`config.mk`:
```
export PLATFORM = sky130hd
export DESIGN_NAME = blpm_walk
export DESIGN_NICKNAME = d
export VERILOG_FILES = /design/src/rtl/binary_trie_longest_prefix_match_macros.svh /design/src/rtl/blpm_pkg.sv /design/src/rtl/blpm_walk.sv
export SDC_FILE = /design/constraint.sdc
export NUM_CORES = 1
export LEC_CHECK = 0
export ABC_AREA = 1
export CORE_ASPECT_RATIO = 1.1
export CORE_UTILIZATION = 45
export CTS_BUF_LIST = sky130_fd_sc_hd__clkbuf_8
export CTS_CLUSTER_DIAMETER = 30
export DETAILED_ROUTE_END_ITERATION = 10
export DONT_BUFFER_PORTS = 1
export GPL_ROUTABILITY_DRIVEN = 0
export SLEW_MARGIN = 10
export SYNTH_ARGS = -nofsm -noshare
export SYNTH_HDL_FRONTEND = slang
export SYNTH_SLANG_ARGS = --single-unit
```
`constraint.sdc`:
```
create_clock -name clk -period 4.3 [get_ports clk]
set_input_delay 0.645 -clock clk [delete_from_list [all_inputs] [get_ports clk]]
set_output_delay 0.645 -clock clk [all_outputs]
set_load 0.02 [all_outputs]
```
`src/rtl/binary_trie_longest_prefix_match_macros.svh`:
```
// assertion macros shared by the trie lookup block
`ifndef BINARY_TRIE_LONGEST_PREFIX_MATCH_MACROS_SVH
`define BINARY_TRIE_LONGEST_PREFIX_MATCH_MACROS_SVH

// same-cycle implication, quiet during reset
`define BLPM_ASSERT_IMPLY(lbl, ck, rn, a, b, msg) \
    lbl: assert property (@(posedge ck) disable iff (!rn) (a) |-> (b)) \
        else $error(msg);

// next-cycle implication, quiet during reset
`define BLPM_ASSERT_NEXT(lbl, ck, rn, a, b, msg) \
    lbl: assert property (@(posedge ck) disable iff (!rn) (a) |=> (b)) \
        else $error(msg);

`endif

```
`src/rtl/blpm_pkg.sv`:
```
// types and constants of the trie lookup block
package blpm_pkg;

    localparam int NODES      = 1024;
    localparam int VALUE_BITS = 32;
    localparam int IDX_W      = $clog2(NODES);
    localparam int CNT_W      = $clog2(NODES + 1);
    localparam int LINK_W     = 2 * IDX_W;
    localparam int ENTRY_W    = VALUE_BITS + 1;
    localparam int ADDR_BITS  = 32;

    localparam logic OP_LOOKUP = 1'b0;
    localparam logic OP_INSERT = 1'b1;

    localparam logic ST_OK   = 1'b0;
    localparam logic ST_FULL = 1'b1;

    typedef logic [IDX_W-1:0]      idx_t;
    typedef logic [CNT_W-1:0]      cnt_t;
    typedef logic [LINK_W-1:0]     link_t;
    typedef logic [ENTRY_W-1:0]    entry_t;
    typedef logic [VALUE_BITS-1:0] value_t;

    typedef struct packed {
        logic        opcode;
        logic [31:0] address;
        logic [5:0]  prefix_len;
        logic [31:0] route_value;
    } req_t;

    typedef struct packed {
        logic        found;
        logic [31:0] match_value;
        logic        status;
    } res_t;

    // node memory accesses issued by the walker
    typedef struct packed {
        logic   link_we;
        idx_t   link_waddr;
        link_t  link_wdata;
        logic   entry_we;
        idx_t   entry_waddr;
        entry_t entry_wdata;
        idx_t   raddr;
    } mem_req_t;

endpackage

```
`src/rtl/blpm_walk.sv`:
```
// trie walker: sequencer for lookups and inserts over the node memories
module blpm_walk (
    input  logic              clk,
    input  logic              rst_n,
    input  logic              start,
    input  blpm_pkg::req_t    request,
    output logic              busy,
    output logic              done,
    output blpm_pkg::res_t    result,
    output blpm_pkg::mem_req_t mem,
    input  blpm_pkg::link_t   link_rdata,
    input  blpm_pkg::entry_t  entry_rdata
);

    localparam logic [1:0] S_IDLE = 2'd0;
    localparam logic [1:0] S_LOOK = 2'd1;
    localparam logic [1:0] S_INS  = 2'd2;

    localparam logic [5:0] MAX_DEPTH = 6'(blpm_pkg::ADDR_BITS);
    localparam int W = blpm_pkg::IDX_W;

    logic [1:0]       state_reg, state_next;
    blpm_pkg::idx_t   node_reg, node_next;
    logic [5:0]       depth_reg, depth_next;
    logic             fresh_reg, fresh_next;
    logic [31:0]      sh_reg, sh_next;
    logic [5:0]       plen_reg, plen_next;
    blpm_pkg::value_t value_reg, value_next;
    blpm_pkg::cnt_t   free_reg, free_next;
    logic             root_link_ok_reg, root_link_ok_next;
    logic             root_entry_ok_reg, root_entry_ok_next;
    logic             found_reg, found_next;
    logic [31:0]      match_reg, match_next;
    logic             status_reg, status_next;
    logic             done_reg, done_next;

    blpm_pkg::link_t  link_data;
    blpm_pkg::entry_t entry_data;
    blpm_pkg::idx_t   child;
    blpm_pkg::idx_t   new_idx;
    logic             dir;
    logic             no_root_link;
    logic             no_root_entry;

    // rows never written read as empty: fresh nodes and the untouched root
    assign no_root_link  = (node_reg == '0) && !root_link_ok_reg;
    assign no_root_entry = (node_reg == '0) && !root_entry_ok_reg;
    assign link_data  = (fresh_reg || no_root_link) ? '0 : link_rdata;
    assign entry_data = (fresh_reg || no_root_entry) ? '0 : entry_rdata;
    assign dir        = sh_reg[31];
    assign child      = dir ? link_data[2*W-1:W] : link_data[W-1:0];
    assign new_idx    = free_reg[W-1:0];

    always_comb
    begin
        state_next         = state_reg;
        node_next          = node_reg;
        depth_next         = depth_reg;
        fresh_next         = fresh_reg;
        sh_next            = sh_reg;
        plen_next          = plen_reg;
        value_next         = value_reg;
        free_next          = free_reg;
        root_link_ok_next  = root_link_ok_reg;
        root_entry_ok_next = root_entry_ok_reg;
        found_next         = found_reg;
        match_next         = match_reg;
        status_next        = status_reg;
        done_next          = 1'b0;
        mem                = '0;
        mem.raddr          = '0;

        case (state_reg)
            S_IDLE:
            begin
                if (start)
                begin
                    node_next   = '0;
                    depth_next  = '0;
                    fresh_next  = 1'b0;
                    sh_next     = request.address;
                    plen_next   = (request.prefix_len > MAX_DEPTH) ? MAX_DEPTH
                                                                 : request.prefix_len;
                    value_next  = blpm_pkg::value_t'(request.route_value);
                    found_next  = 1'b0;
                    match_next  = '0;
                    status_next = blpm_pkg::ST_OK;
                    state_next  = (request.opcode == blpm_pkg::OP_INSERT) ? S_INS : S_LOOK;
                end
            end
            S_LOOK:
            begin
                if (entry_data[blpm_pkg::ENTRY_W-1])
                begin
                    found_next = 1'b1;
                    match_next = 32'(entry_data[blpm_pkg::VALUE_BITS-1:0]);
                end
                if (depth_reg == MAX_DEPTH || child == '0)
                begin
                    state_next = S_IDLE;
                    done_next  = 1'b1;
                end
                else
                begin
                    node_next  = child;
                    mem.raddr  = child;
                    depth_next = depth_reg + 6'd1;
                    sh_next    = {sh_reg[30:0], 1'b0};
                end
            end
            S_INS:
            begin
                if (depth_reg == plen_reg)
                begin
                    mem.entry_we    = 1'b1;
                    mem.entry_waddr = node_reg;
                    mem.entry_wdata = {1'b1, value_reg};
                    mem.link_we     = fresh_reg;
                    mem.link_waddr  = node_reg;
                    mem.link_wdata  = '0;
                    if (node_reg == '0)
                    begin
                        root_entry_ok_next = 1'b1;
                    end
                    state_next = S_IDLE;
                    done_next  = 1'b1;
                end
                else if (child != '0)
                begin
                    node_next  = child;
                    mem.raddr  = child;
                    depth_next = depth_reg + 6'd1;
                    sh_next    = {sh_reg[30:0], 1'b0};
                end
                else if (free_reg == blpm_pkg::CNT_W'(blpm_pkg::NODES))
                begin
                    // pool exhausted: close the dangling fresh node and stop
                    mem.link_we    = fresh_reg;
                    mem.link_waddr = node_reg;
                    mem.link_wdata = '0;
                    status_next    = blpm_pkg::ST_FULL;
                    state_next     = S_IDLE;
                    done_next      = 1'b1;
                end
                else
                begin
                    mem.link_we     = 1'b1;
                    mem.link_waddr  = node_reg;
                    mem.link_wdata  = dir ? {new_idx, link_data[W-1:0]}
                                          : {link_data[2*W-1:W], new_idx};
                    mem.entry_we    = 1'b1;
                    mem.entry_waddr = new_idx;
                    mem.entry_wdata = '0;
                    if (node_reg == '0)
                    begin
                        root_link_ok_next = 1'b1;
                    end
                    node_next  = new_idx;
                    fresh_next = 1'b1;
                    free_next  = free_reg + 1'b1;
                    depth_next = depth_reg + 6'd1;
                    sh_next    = {sh_reg[30:0], 1'b0};
                end
            end
            default:
            begin
                state_next = S_IDLE;
            end
        endcase
    end

    always_ff @(posedge clk or negedge rst_n)
    begin
        if (!rst_n)
        begin
            state_reg         <= S_IDLE;
            free_reg          <= blpm_pkg::CNT_W'(1);
            root_link_ok_reg  <= 1'b0;
            root_entry_ok_reg <= 1'b0;
            done_reg          <= 1'b0;
        end
        else
        begin
            state_reg         <= state_next;
            free_reg          <= free_next;
            root_link_ok_reg  <= root_link_ok_next;
            root_entry_ok_reg <= root_entry_ok_next;
            done_reg          <= done_next;
        end
    end

    always_ff @(posedge clk)
    begin
        node_reg   <= node_next;
        depth_reg  <= depth_next;
        fresh_reg  <= fresh_next;
        sh_reg     <= sh_next;
        plen_reg   <= plen_next;
        value_reg  <= value_next;
        found_reg  <= found_next;
        match_reg  <= match_next;
        status_reg <= status_next;
    end

    assign busy               = (state_reg != S_IDLE);
    assign done               = done_reg;
    assign result.found       = found_reg;
    assign result.match_value = match_reg;
    assign result.status      = status_reg;

endmodule
```
==> metrics.md <==
| Metric | Value |
|---|---|
| Core area | 15700 sq um |
| Area Growth Syn to Fin | 11.9% |
| Worst-path clk slew | 0.08 ns |
| Mapped Area | 7190 sq um |
| Drt total wl | 17900 um |
| Post-DR wirelength/cell | 16.8 um |
| FMAX | 255 MHz |
| EDFF count, synth | 121 |
| Sequential-to-total area share from yosys stat | 56.1% |
| CTS Root Cell | clkbuf_8 |
| Crit path max fanout | 31 |
| CP required | 3.65 ns |
| Synthesized flop and latch total | 137 |
| Slew Viols, Final | 0 |
| Mapped Nets | 957 |
| Placed Cells | 1037 |
| Nets@finish | 992 |
| Final hold slack | 0.0444 ns |
| I/O Buffers | 0 |
| First DRT Iteration DRCs | 373 |
| Crit path kind | register to primary output |
| DIE AREA | 16500 sq um |
| Largest net degree at the start of global routing | 49 |
| CTS tree | built |
| Leak | 3.67 nW |
| Minimum clock period | 3.92 ns |
| CTS Buf Count | 17 |
| Final Instance Area | 8050 sq um |
| Routed Antenna Nets | 0 |
| Vias | 5586 |
| Layout Cells excl Fill | 1068 |
| Most frequent CP cell | nand2_1 |
| Final Hold Viols | 0 |
| Max clock buf depth | 2 |
| Status | complete, no violations |
| Sinks on Clock Net | 137 |
| Unrepaired setup endpoints after global routing | no |
| Final Skew | 0.0143 ns |
| Initial core utilization | 45.9% |
| Layout cells sized above 1 | 15.2% |
| Fraction of registers with async set/reset | 11.7% |
| Ys Warns | 0 |
| Endpoints failing setup | 0 |
| Crit path capture type | primary output |
| Worst skew pair latency | 0.43 ns |
| GRT Overall Usage | 21.9% |
| P per Cell Area | 671 nW/um^2 |
| Max_cap viols | 0 |
| Worst slew pin tran | 1.15 ns |
| Antenna Cells | 0 |
| Syn_area_per_cell | 8.75 sq um |
| Main flop type after synthesis | edfxtp_1 |
| Chip width | 123 um |
| Grt ovf | 0 |
| VDD IR max | 380 uV |
| Drc violations | 0 |
| Tcrit/Tclk final | 91.2% |
| Placed cell areas | 7670 sq um |
| Die height | 135 um |
| Slowest CP cell | o22ai_1 |
| Antenna violations before repair | 0 |
| Initial DRT Pass Iterations | 5 |
| Startpoint types | register |
| H-tree Lvls | 4 |
| Slew HR | 23.0% |
| Worst Path Arrival | 3.27 ns |
| Placed wire-length estimate | 13300 um |
| Post-CTS setup buffer count | 0 |
| Tightest Hold Check Type | input port to asynchronous set/reset pin |
| First-pass GRT wire length | 27200 um |
| Max incr delay on CP | 0.39 ns |
| CP Cell Sequence | inv_1 -> nand2_1 -> nor2_4 -> nand3_4 -> nand3_1 -> nand2_1 -> nand2_1 -> nand2_2 -> nor2_8 -> nand2_4 -> nor2_8 -> nand2_2 -> o22ai_1 -> buf_4 |
| Via density | 5.23 |
| Core Util, Final | 51.4% |
| Vias in the first global route | 5261 |
| Synthesized instance count | 822 |
| Setup TNS | 0 ns |
| # rows | 48 |
| Most frequent cells in the layout | nand2_1 (221), nor2_1 (124), edfxtp_1 (121) |
| Commonest non-fill, non-tap cell in the layout | nand2_1 |
| Distinct cells, synth | 37 |
| I/O pins | 248 |
[kinds of logic (layout without fill, tap and decap cells)]
logic type / Yosys count / after routing / synth area share, %
simple gates: 445 / 445 / 27.8
buf+inv: 159 / 205 / 9.04
flops: 137 / 137 / 56.1
compound gates: 65 / 65 / 4.71
fa+ha+maj: 8 / 8 / 1.39
xor+xnor: 8 / 8 / 0.974
[worst max-delay path: cells and delay by family (launching register included)]
| kind | cells | cell delay, ns |
|---|---|---|
| AOI/OAI and AO/OA | 1 | 0.39 |
| buffers and inverters | 2 | 0.32 |
| and+or+nand+nor | 11 | 1.77 |
| DFF | 1 | 0.36 |
[routing by layer]
| metal | track usage [%] | part of all wire (%) | vias to the layer above |
|---|---|---|---|
| li1 | - | - | 2690 |
| met5 | 0 | 0 | - |
| met4 | 9.89 | 3.6 | 0 |
| met2 | 36.5 | 50 | 297 |
| met1 | 26.2 | 39 | 2551 |
| met3 | 5.74 | 8.1 | 48 |
[stage by stage]
stage | power, mW | setup WS, ns
after floorplan | 3.96 | 0.340
after global placement | 4.36 | 0.791
after detailed placement | 4.43 | 0.635
after CTS | 5.45 | 0.144
after global routing | 5.77 | 0.0958
final | 5.40 | 0.380
[layout make-up]
type	count	area (sq um)
tap	200	250
clock inverter	13	131
timing repair buffer	57	430
multi-input combinational	526	2520
clock buffer	17	234
sequential	137	4040
fill	1513	7620
inverter	118	447
[path summary, 6_finish.rpt]
kind | startpoint | endpoint | slack [ns] | depth (start not counted)
worst min-delay path | rst_n | free_reg[0] | 0.04 | 0
max in group asynchronous | rst_n | root_link_ok_reg | 3.12 | 1
worst max-delay path | node_reg[0] | mem[49] | 0.38 | 14
min in group clk | request[22] | value_reg[22] | 0.31 | 0
worst min register to register | root_entry_ok_reg | root_entry_ok_reg | 0.49 | 1
worst max register to register | depth_reg[0] | depth_reg[1] | 1.04 | 11
[power by group]
| group | leakage [nW] | total (mW) | switching, mW | internal (mW) |
|---|---|---|---|---|
| sequential | 1.41 | 2.59 | 0.421 | 2.17 |
| clock | 0.179 | 0.990 | 0.486 | 0.504 |
| combinational | 2.08 | 1.82 | 1.34 | 0.479 |
[synth_stat cells, types with 9 or more instances]
cell type  count  area [sq um]
a21oi_1       15          75.1
clkbuf_1      24          90.1
dfrtp_1       15           375
edfxtp_1     121          3630
inv_1        110           413
nand2_1      221           830
nand3_1       37           185
nand4_1       12          75.1
nor2_1       126           473
nor3_2         9          90.1
o21ai_0       37           185
[timing repair]
item | 4_1_cts | 5_1_grt
hold buffers | 1 | 0
resized for setup | 0 | 2
setup endpoints to repair | 0 | 4
endpoints found under the hold margin | 15 | 0
Power figures use the tool's default switching activity.
