<file path="src/rtl/binary_trie_longest_prefix_match_macros.svh">
// assertion macros shared by the trie lookup block
`ifndef BINARY_TRIE_LONGEST_PREFIX_MATCH_MACROS_SVH
`define BINARY_TRIE_LONGEST_PREFIX_MATCH_MACROS_SVH

// same-cycle implication, quiet during reset
`define BLPM_ASSERT_IMPLY(lbl, ck, rn, a, b, msg) \
    lbl: assert property (@(posedge ck) disable iff (!rn) (a) |-> (b)) \
        else $error(msg);

// next-cycle implication, quiet during reset
`define BLPM_ASSERT_NEXT(lbl, ck, rn, a, b, msg) \
    lbl: assert property (@(posedge ck) disable iff (!rn) (a) |=> (b)) \
        else $error(msg);

`endif

</file>
<file path="src/rtl/blpm_ram.sv">
// simple dual-port ram, one write port and one registered read port
module blpm_ram #(
    parameter int WIDTH = 8,
    parameter int DEPTH = 16
) (
    input  logic                     clk,
    input  logic                     we,
    input  logic [$clog2(DEPTH)-1:0] waddr,
    input  logic [WIDTH-1:0]         wdata,
    input  logic [$clog2(DEPTH)-1:0] raddr,
    output logic [WIDTH-1:0]         rdata
);

    logic [WIDTH-1:0] mem [DEPTH];

    always_ff @(posedge clk)
    begin
        if (we)
        begin
            mem[waddr] <= wdata;
        end
    end

    always_ff @(posedge clk)
    begin
        rdata <= mem[raddr];
    end

endmodule

</file>
<file path="config.mk">
export PLATFORM = sky130hd
export DESIGN_NAME = blpm_ram
export DESIGN_NICKNAME = d
export VERILOG_FILES = /design/src/rtl/binary_trie_longest_prefix_match_macros.svh /design/src/rtl/blpm_ram.sv
export SDC_FILE = /design/constraint.sdc
export NUM_CORES = 1
export LEC_CHECK = 0
export ABC_AREA = 0
export BUFFER_PORTS_ARGS = -buffer_cell sky130_fd_sc_hd__buf_2
export CORE_MARGIN = 2
export CORE_UTILIZATION = 55
export CTS_CLUSTER_DIAMETER = 30
export DETAILED_ROUTE_END_ITERATION = 16
export HOLD_SLACK_MARGIN = 0.15
export PLACE_DENSITY = 0.7
export SYNTH_ARGS = -nofsm -noshare
export SYNTH_HDL_FRONTEND = slang
export SYNTH_SLANG_ARGS = --single-unit
</file>
<file path="constraint.sdc">
create_clock -name clk -period 4.1 [get_ports clk]
set_input_delay 0 -clock clk [delete_from_list [all_inputs] [get_ports clk]]
set_output_delay 0 -clock clk [all_outputs]
set_load 0.02 [all_outputs]
</file>
==> run metrics, run 1 <==
share of layout cells above drive strength 1 26.3%; reg2reg path depth 3; Post-CTS Setup Repair Bufs 0; first-pass GRT wire length 15.5 mm; core region area 9150 sq um; die area 10100 sq um; Die Span Y 101 um; RR Startpoint mem[1][5]; Clock Sinks 136; Crit. Startpoint waddr[3]; reg2reg end rdata[5]; reg2reg setup slack 2.70 ns; combinational family with the most area after synthesis multiplexers; initial antenna violation count 0; drt wl/cell 25.1 um; CTS Root Cell clkbuf_8; maximum VDD drop 0.270 mV; Seq pwr share 47.2%; total gr overflow 0; Tot GR Track Use 22.4%; count of final setup violators 0; cts repair resizes 0; critical setup path kind in2reg; mapped cell area 5150 sq um; # diodes 0; sequential area share after synthesis 77.8%; post-synthesis mux area share 15.0%; max-slew violations 0; worst endpoint required time 4.25 ns; Arr. time, crit path 1.95 ns; Synth warnings 0; Initial Util 56.2%; Rows 35; startpoint types input pin; Synth Area in Adders 0%; Gate power share 4.7%; Fillers 574; max_slew headroom 30.0%; Pwr Density 541 nW/um^2; Multi-input gate area 1070 sq um; Routed Antenna Nets 0; gpl congestion 0.742; Int Power 2670 uW; Psw 648 uW; Worst-path clk slew 0.06 ns; Final period util 43.9%; Cells after Synth 229; # Max-Cap Violations 0; CP Capture Type flip-flop; Hold Violations, Final 0; Bufs on Longest Clock Path 2; drt total wl 10.2 mm; First DRT Iteration DRCs 218; Netlist cell types 19; vias 2439; Tmin final 1.80 ns; syn_nets 247; DIE WIDTH 101 um; total I/O pin count 26; Inserted Clock Buffers 17; CP endpoint mem[4][1]; post-synthesis compound-gate area fraction 2.33%; Switching Share 19.5%; f_max 555 MHz; clock latency on the worst-skew pair 0.52 ns; RSZ-0062 raised after global routing no; placed wire-length estimate 5.81 mm; CTS tree done; FF/Latch Area 4000 sq um; Post-DP Area 5340 sq um; worst-margin pin slew 1.05 ns; leakage power 0.00208 uW; Seq cells post-synth 136; Final Power 3320 uW; setup TNS 0 ns; Hold WC Path Type in2reg; Final #Nets 298; Simple-Gate Fraction of Synth Area 3.18%; Avg Inst Size Synth 22.5 sq um; drt pass-1 iters 4; H-Tree Depth 4; number of port buffers 25; Setup Skew 0.0145 ns; drt drc 0; drt via density 6.04; pin count of the biggest net entering global routing 33; Design Area, Final 6140 sq um; status complete, no violations; Synth Area in XOR/XNOR 0%; Worst Path Max Fanout 8; Clk pwr share 48.1%; Synth-to-Final Area Change 19.2%; worst hold path stage count 4; vias in the first global route 2599
## logic make-up (layout without fill, tap and decap cells)
kind of cell / after synthesis / after routing
AOI/OAI and AO/OA: 16 / 16
and+or+nand+nor: 35 / 35
buffers and inverters: 10 / 74
muxes: 32 / 32
DFF: 136 / 136
## what timing repair did
item / CTS / global route
setup endpoints to repair: 0 / 0
endpoints found under the hold margin: 184 / 0
hold buffers: 16 / 0
## metrics by stage
step | hold slack [ns] | setup WS [ns] | instances | utilization (%)
6_report | 0.325 | 2.30 | 404 | 67.0
5_1_grt | 0.358 | 2.19 | 404 | 67.0
4_1_cts | 0.316 | 1.81 | 404 | 67.0
3_5_place_dp | 0.397 | 1.88 | 356 | 58.4
3_3_place_gp | 0.386 | 2.06 | 356 | 58.4
2_1_floorplan | 0.0989 | 2.61 | 229 | -
## power groups by stage
| stage | registers (uW) | clock network (uW) | logic (uW) |
|---|---|---|---|
| 2_1_floorplan | 1600 | 0 | 78.9 |
| 3_3_place_gp | 1590 | 0 | 141 |
| 3_5_place_dp | 1600 | 0 | 144 |
| 4_1_cts | 1570 | 1610 | 157 |
| 5_1_grt | 1570 | 1670 | 168 |
| 6_report | 1570 | 1600 | 155 |
## per-layer routing
layer  share of wire [%]  wire, um  vias up  track usage (%)
met1                  40      4040     1247             31.0
met2                  53      5340      110             36.1
met3                 6.9       704        7             5.34
li1                    -         -     1075                -
met5                   0         0        -                0
met4                0.63        64        0             6.64
## cell usage after synthesis
cell type        count  area (sq um)
edfxtp_1           128          3840
mux4_2              18           405
a22oi_1             16           120
mux4_1              14           368
nor2_1              13          48.8
nand2_1              9          33.8
dfxtp_1              8           160
nor3_1               4          20.0
buf_2                3          15.0
buf_6                3          33.8
clkdlybuf4s25_2      3          30.0
nand2b_1             2          12.5
nand3b_1             2          15.0
and2_1               1          6.26
and2b_1              1          7.51
buf_4                1          7.51
nand3_1              1          5.00
nor2b_1              1          6.26
or3b_2               1          8.76
## sequential cells by signal, indices dropped and copies added (netlist names)
register	count
rdata	8
mem	128
## cell type report
| class | instances | area share, % |
|---|---|---|
| well taps | 111 | 2.26 |
| clock inverters | 12 | 3.30 |
| multi-input cells | 83 | 17.5 |
| repair buffers | 42 | 4.77 |
| flip-flops and latches | 136 | 65.3 |
| clock buffers | 20 | 6.93 |
## cells in the final DEF (no fill, tap or decap), types with 2 or more instances in the layout
cell,count
a22oi_1,16
buf_2,25
bufinv_16,5
clkbuf_1,3
clkbuf_16,16
clkinv_2,2
clkinv_4,4
dfxtp_1,8
dlygate4sd3_1,16
edfxtp_1,128
mux4_1,14
mux4_2,18
nand2_1,9
nand2b_1,2
nand3b_1,2
nor2_1,13
nor3_2,3
## worst max-delay path, stage by stage
cell and delay, ns:
dlygate4sd3_1 0.53, buf_2 0.14, nand3b_1 0.24, nor3_2 0.15, dlygate4sd3_1 0.89
## how the worst min path moves through the flow
stage	from	endpoint	slack [ns]
after CTS	raddr[1]	rdata[3]	0.32
final	raddr[1]	rdata[6]	0.32
after detailed placement	wdata[3]	mem[6][3]	0.40
after global routing	raddr[1]	rdata[3]	0.36
after global placement	wdata[6]	mem[6][6]	0.39
after floorplan	wdata[0]	mem[0][0]	0.1
Note: power is estimated with default switching activity, not from simulation.
==> run 2, diff against run 1 <==
--- a/config.mk
+++ b/config.mk
@@ -5,14 +5,14 @@
 export SDC_FILE = /design/constraint.sdc
 export NUM_CORES = 1
 export LEC_CHECK = 0
-export ABC_AREA = 0
+export ABC_AREA = 1
 export BUFFER_PORTS_ARGS = -buffer_cell sky130_fd_sc_hd__buf_2
 export CORE_MARGIN = 2
 export CORE_UTILIZATION = 55
 export CTS_CLUSTER_DIAMETER = 30
 export DETAILED_ROUTE_END_ITERATION = 16
 export HOLD_SLACK_MARGIN = 0.15
-export PLACE_DENSITY = 0.7
+export PLACE_DENSITY = 0.69
 export SYNTH_ARGS = -nofsm -noshare
 export SYNTH_HDL_FRONTEND = slang
 export SYNTH_SLANG_ARGS = --single-unit
==> constraint.sdc (replaced) <==
create_clock -name clk -period 1.8 [get_ports clk]
set_input_delay 0 -clock clk [delete_from_list [all_inputs] [get_ports clk]]
set_output_delay 0 -clock clk [all_outputs]
set_load 0.02 [all_outputs]
==> run 2 against run 1 <==
Effect of this change:
- utilization is 0.71 points lower
- final cell count is 88% higher
- clock power is 90% higher
- sequential power is 130% higher
==> run metrics, run 2 <==
Top Registers mem x128, rdata x8; initial antenna violation count 0 (unchanged); status complete, no violations; critical path's top delay family buffers and inverters; sequential area share after synthesis 69.4% (-8.4 points); critical setup path kind in2reg; Post-synth ARST share 0% (unchanged); Avg Inst Size Synth 10.5 sq um (-53%); Fillers 778 (+36%); Worst Path Max Fanout 8 (unchanged); Worst-path clk slew 0.06 ns (about the same); post-synthesis compound-gate area fraction 0% (-2.3 points); combinational family with the most area after synthesis simple AND/OR/NAND/NOR gates; gpl congestion 0.867 (+17%); worst path cell trace dlygate4sd3_1 > buf_2 > nand2_1 > dlygate4sd3_1 > nor2_1; Cells after Synth 551 (+140%); most common cell in the netlist nand2_1; top cell type's share of synthesized area 66.7% (-8.0 points); max-slew violations 0 (unchanged); Critical Path Max Stage Delay 0.62 ns (-0.27 ns); DIE WIDTH 106 um (+5.6%); # diodes 0 (unchanged); Die Span Y 106 um (+5.6%); Final #Nets 628 (+110%); Hold WC Path Type in2reg; Arr. time, crit path 1.83 ns (-0.12 ns); number of port buffers 25 (unchanged); die area 11300 sq um (+12%); commonest non-fill, non-tap cell in the layout nand2_1; max layer used met4; worst endpoint required time 1.95 ns (-2.30 ns); Hold Violations, Final 0 (unchanged); Reg with most FFs mem; share of layout cells above drive strength 1 11.7% (-15 points); vias 3877 (+59%); RSZ-0062 raised after global routing no; drt drc 0 (unchanged); core region area 10200 sq um (+12%); post-synthesis mux area share 0% (-15 points); final core occ 66.3% (-0.71 points); placed wire-length estimate 7.90 mm (+36%); Clock Sinks 136 (unchanged); Inserted Clock Buffers 17 (unchanged); Bufs on Longest Clock Path 2 (unchanged); startpoint types input pin; Final period util 93.1%; maximum VDD drop 0.705 mV (+160%); Simple-Gate Fraction of Synth Area 21.0% (+18 points); vias in the first global route 3854 (+48%); met3 wire len 760 um (+8.0%); Routed Antenna Nets 0 (unchanged); worst-margin pin slew 0.672 ns (-0.377 ns); Setup WS pre-CTS 0.476 ns (-1.40 ns); H-Tree Depth 4 (unchanged); max_slew headroom 55.0% (+25 points); Synth-to-Final Area Change 17.7%; drt via density 5.11 (-15%); Largest register FFs 128 (unchanged); CTS tree done; met2 routed WL 6.33 mm (+18%); First DRT Iteration DRCs 359 (+65%); # Max-Cap Violations 0 (unchanged); Rows 37 (+5.7%); most frequent CP cell dlygate4sd3_1; drt total wl 12.9 mm (+27%); pin count of the biggest net entering global routing 35 (+6.1%); Seq cells post-synth 136 (unchanged); Synth warnings 0 (unchanged); Met1 Wirelength 5.61 mm (+39%); CTS Root Cell clkbuf_8; mapped cell area 5770 sq um (+12%); Initial Util 56.4% (+0.12 points); syn_nets 569 (+130%); Tmin final 1.68 ns; synth top area cells edfxtp_1 (67%), nand2_1 (11%), nand3_1 (8.4%), inv_1 (6.5%), dfxtp_1 (2.8%); Synth Area in Adders 0% (unchanged); total gr overflow 0 (unchanged); leakage power 0.00294 uW (+42%); drt wl/cell 16.9 um (-33%); setup TNS 0 ns (unchanged); Worst path slowest cell dlygate4sd3_1; ys flop type edfxtp_1; Yosys top cell by area edfxtp_1; Netlist cell types 12 (-7); count of final setup violators 0 (unchanged); Tot GR Track Use 25.0% (+2.6 points); WP buf/inv 3 (unchanged); Pwr Density 1050 nW/um^2 (+93%); f_max 597 MHz; first-pass GRT wire length 20.6 mm (+33%); final worst setup slack 0.124 ns (-2.18 ns); Synth Area in XOR/XNOR 0% (unchanged); most frequent cells in the layout nand2_1 (173), edfxtp_1 (128), inv_1 (99); clock latency on the worst-skew pair 0.52 ns (about the same); Post-synth EDFFs 128 (unchanged); Synth top cells by count nand2_1 (173), edfxtp_1 (128), inv_1 (100); drt pass-1 iters 6 (+2); CP Capture Type flip-flop; Setup Skew 0.00784 ns (-0.00664 ns); total I/O pin count 26 (unchanged)
[run 2: cell types whose count changed after synthesis, sizes merged, moves of 2 or more]
cell,delta
inv,+102
buf,+17
nor3,-4
nand2b,-2
nor2,+4
a22oi,-16
clkdlybuf4s25,-3
nand3,+96
mux4,-32
nand2,+164
[run 2: path summary, 6_finish.rpt]
kind	to	cells after the start	slack (ns)	start
max	mem[2][5]	5	0.12	we
min	rdata[3]	6	0.18	raddr[1]
max reg2reg	rdata[5]	7	0.31	mem[2][5]
min reg2reg	rdata[1]	6	0.66	mem[12][1]
[run 2: worst reg2reg max path, stage by stage, from the launching register on]
cell           delay [ns]
edfxtp_1             0.37
nand2_1              0.08
nand2_1              0.05
nand2_1              0.08
nand3_1              0.10
nand3_1              0.10
nand2_1              0.05
dlygate4sd3_1        0.54
[run 2: final cells by class]
| class | count | area [sq um] | share of cell area [%] |
|---|---|---|---|
| inverter | 102 | 387 | 5.70 |
| multi-input combinational | 289 | 1220 | 18.0 |
| clock buffer | 21 | 439 | 6.47 |
| timing repair buffer | 64 | 484 | 7.13 |
| sequential | 136 | 4000 | 59.0 |
| clock inverter | 11 | 83.8 | 1.24 |
| tap | 136 | 170 | 2.51 |
[run 2: stage by stage]
step / cell area [sq um] / total power (uW) / instances / hold slack, ns
global route: 6790 / 7330 / 759 / 0.228
detailed placement: 6000 / 4070 / 702 / 0.362
CTS: 6740 / 7130 / 756 / 0.153
global placement: 6000 / 4060 / 702 / 0.371
floorplan: 5770 / 3900 / 551 / 0.0989
finish: 6790 / 7100 / 759 / 0.181
[run 2: where the power goes]
group,switching (uW),total (uW),internal (uW),leakage [uW]
combinational,329,489,160,0.00146
clock,1210,3040,1840,0.000250
sequential,22.8,3560,3540,0.00122
total,1560,7100,5540,0.00294
[run 2: logic make-up (layout without fill, tap and decap cells)]
| group | count (synthesis) | after routing |
|---|---|---|
| flops | 136 | 136 |
| simple gates | 289 | 289 |
| buf+inv | 126 | 198 |
[run 2: routing by layer]
| layer | up-vias | GRT usage, % |
|---|---|---|
| met2 | 135 | 38.6 |
| met1 | 1845 | 34.8 |
| met3 | 9 | 6.19 |
| met5 | - | 0 |
| met4 | 0 | 8.83 |
| li1 | 1888 | - |
[run 2: timing repair]
item | 4_1_cts | 5_1_grt
setup buffers | 0 | 3
endpoints found under the hold margin | 254 | 0
hold buffers | 22 | 0
gates resized for setup | 0 | 6
setup endpoints to repair | 0 | 18
==> run 3, diff against run 2 <==
--- a/config.mk
+++ b/config.mk
@@ -12,7 +12,7 @@
 export CTS_CLUSTER_DIAMETER = 30
 export DETAILED_ROUTE_END_ITERATION = 16
 export HOLD_SLACK_MARGIN = 0.15
-export PLACE_DENSITY = 0.69
+export PLACE_DENSITY = 0.72
 export SYNTH_ARGS = -nofsm -noshare
 export SYNTH_HDL_FRONTEND = slang
 export SYNTH_SLANG_ARGS = --single-unit
==> constraint.sdc (replaced) <==
create_clock -name clk -period 1.5 [get_ports clk]
set_input_delay 0 -clock clk [delete_from_list [all_inputs] [get_ports clk]]
set_output_delay 0 -clock clk [all_outputs]
set_load 0.02 [all_outputs]
==> run 3 against run 2 <==
Effect of this change:
- setup slack worse by 0.047 ns
- die area unchanged
- design area up 2.2%
- clock skew down 0.0021 ns
- critical endpoint is now rdata[0]
==> run metrics, run 3 (synthesis gave the netlist of run 2 again) <==
vias 4013 (+3.5%); drt total wl 13.3 mm (+3.2%); # diodes 0 (unchanged); worst hold path stage count 5 (-1); Pwr Density 1280 nW/um^2 (+23%); placed insts 711 (+1.3%); placed wire-length estimate 7.87 mm (-0.49%); most frequent cells in the layout nand2_1 (173), edfxtp_1 (128), inv_1 (100); setup TNS 0 ns (unchanged); Gate power share 6.9% (about the same); Clock Sinks 136 (unchanged); Psw 2020 uW (+29%); gpl congestion 0.829 (-4.4%); Final Power 8890 uW (+25%); Final period util 94.9%; reg2reg end rdata[0]; critical setup path kind reg2reg; pin count of the biggest net entering global routing 65 (+86%); H-Tree Depth 4 (unchanged); Worst-path clk slew 0.06 ns (about the same); Tot GR Track Use 25.6% (+0.60 points); worst-margin pin slew 0.459 ns (-0.213 ns); Largest register FFs 128 (unchanged); maximum VDD drop 0.768 mV (+8.9%); number of port buffers 25 (unchanged); Seq pwr share 48.1% (-2.1 points); DIE WIDTH 106 um (unchanged); Post-DP Area 6120 sq um (+2.0%); Synth-to-Final Area Change 20.2%; met2 routed WL 6.60 mm (+4.3%); total I/O pin count 26 (unchanged); share of layout cells above drive strength 1 13.0% (+1.3 points); max layer used met4; initial antenna violation count 0 (unchanged); leakage power 0.00302 uW (+2.9%); Switching Share 22.7% (+0.73 points); core region area 10200 sq um (unchanged); Int Power 6870 uW (+24%); worst endpoint required time 1.93 ns (-0.02 ns); Routed Antenna Nets 0 (unchanged); Design Area, Final 6930 sq um (+2.2%); drt drc 0 (unchanged); RR Startpoint mem[9][0]; hold wc startpoint waddr[3]; total gr overflow 0 (unchanged); Top Registers mem x128, rdata x8; Fillers 782 (+0.51%); Hold WC Path Type in2reg; max-slew violations 0 (unchanged); met3 wire len 927 um (+22%); # Max-Cap Violations 0 (unchanged); Post-CTS Setup Repair Bufs 0 (unchanged); CTS tree done; die area 11300 sq um (unchanged); drt pass-1 iters 5 (-1); Die Span Y 106 um (unchanged); Tmin final 1.42 ns; Initial Util 56.4% (unchanged); drt via density 5.24 (+2.6%); first-pass GRT wire length 20.8 mm (+0.87%); CP Capture Type flip-flop; f_max 703 MHz; Worst Path Max Fanout 1 (-7); Rows 37 (unchanged); clock latency on the worst-skew pair 0.53 ns (about the same); Clk pwr share 45.1% (+2.2 points); Non-Filler Instances 766 (+0.92%); hold endpoint mem[1][3]; Arr. time, crit path 1.85 ns (+0.02 ns); commonest non-fill, non-tap cell in the layout nand2_1; drt wl/cell 17.3 um (+2.2%); count of final setup violators 0 (unchanged); startpoint types flip-flop; status complete, no violations; max_slew headroom 69.3% (+14 points); RSZ-0062 raised after global routing no; Inserted Clock Buffers 17 (unchanged); Hold Violations, Final 0 (unchanged); vias in the first global route 3827 (-0.70%); Met1 Wirelength 5.36 mm (-4.5%); Reg with most FFs mem; CTS Root Cell clkbuf_8; Bufs on Longest Clock Path 2 (unchanged); reg2reg path depth 7 (unchanged); reg2reg setup slack 0.08 ns (-0.23 ns); Setup Skew 0.00578 ns (-0.00205 ns); First DRT Iteration DRCs 361 (+0.56%); Final #Nets 635 (+1.1%)
run 3: cell type report:
class	instances	area [sq um]	area share (%)
inverter	102	383	5.52
timing repair buffer	71	581	8.37
clock inverter	13	146	2.11
multi-input combinational	289	1220	17.6
clock buffer	19	432	6.23
sequential	136	4000	57.7
tap	136	170	2.45
run 3: worst max-delay path by stage:
stage                     cells after the start    endpoint  startpoint  slack (ns)
after CTS                                     9    rdata[3]    raddr[1]        0.01
after global routing                          7    rdata[0]  mem[15][0]        0.01
after floorplan                               2  mem[10][0]    waddr[2]        0.55
final                                         7    rdata[0]   mem[9][0]        0.08
after detailed placement                      8    rdata[2]    raddr[0]        0.28
after global placement                        8    rdata[3]    raddr[0]        0.32
run 3: through the flow:
step / util (%) / hold slack [ns] / setup slack [ns]
floorplan: - / 0.0989 / 0.549
global placement: 59.8 / 0.365 / 0.315
detailed placement: 59.8 / 0.376 / 0.283
CTS: 67.8 / 0.152 / 0.0106
global route: 67.8 / 0.176 / 0.0118
finish: 67.8 / 0.125 / 0.0768
run 3: power groups by stage:
stage	Clock [uW]	Sequential [uW]	Combinational, uW
floorplan	0	4380	300
global placement	0	4350	539
detailed placement	0	4350	555
CTS	4040	4270	610
global route	4200	4280	673
finish	4010	4280	610
run 3: repair_timing:
action                                  CTS  global route
hold buffers                             24             0
resized for setup                         0             2
endpoints found under the hold margin   200             0
endpoints found under the setup margin    0            36
run 3: per-layer routing:
metal,track usage [%],vias to the layer above
met3,5.82,27
li1,-,1909
met2,41.7,162
met4,11.1,0
met5,0,-
met1,33.1,1915
run 3: critical path: stages (launching register included):
cell,delay [ns]
edfxtp_1,0.37
inv_1,0.06
nand2_1,0.04
nand3_1,0.10
nand3_2,0.09
nand3_1,0.07
dlygate4sd3_1,0.54
nand2_1,0.04
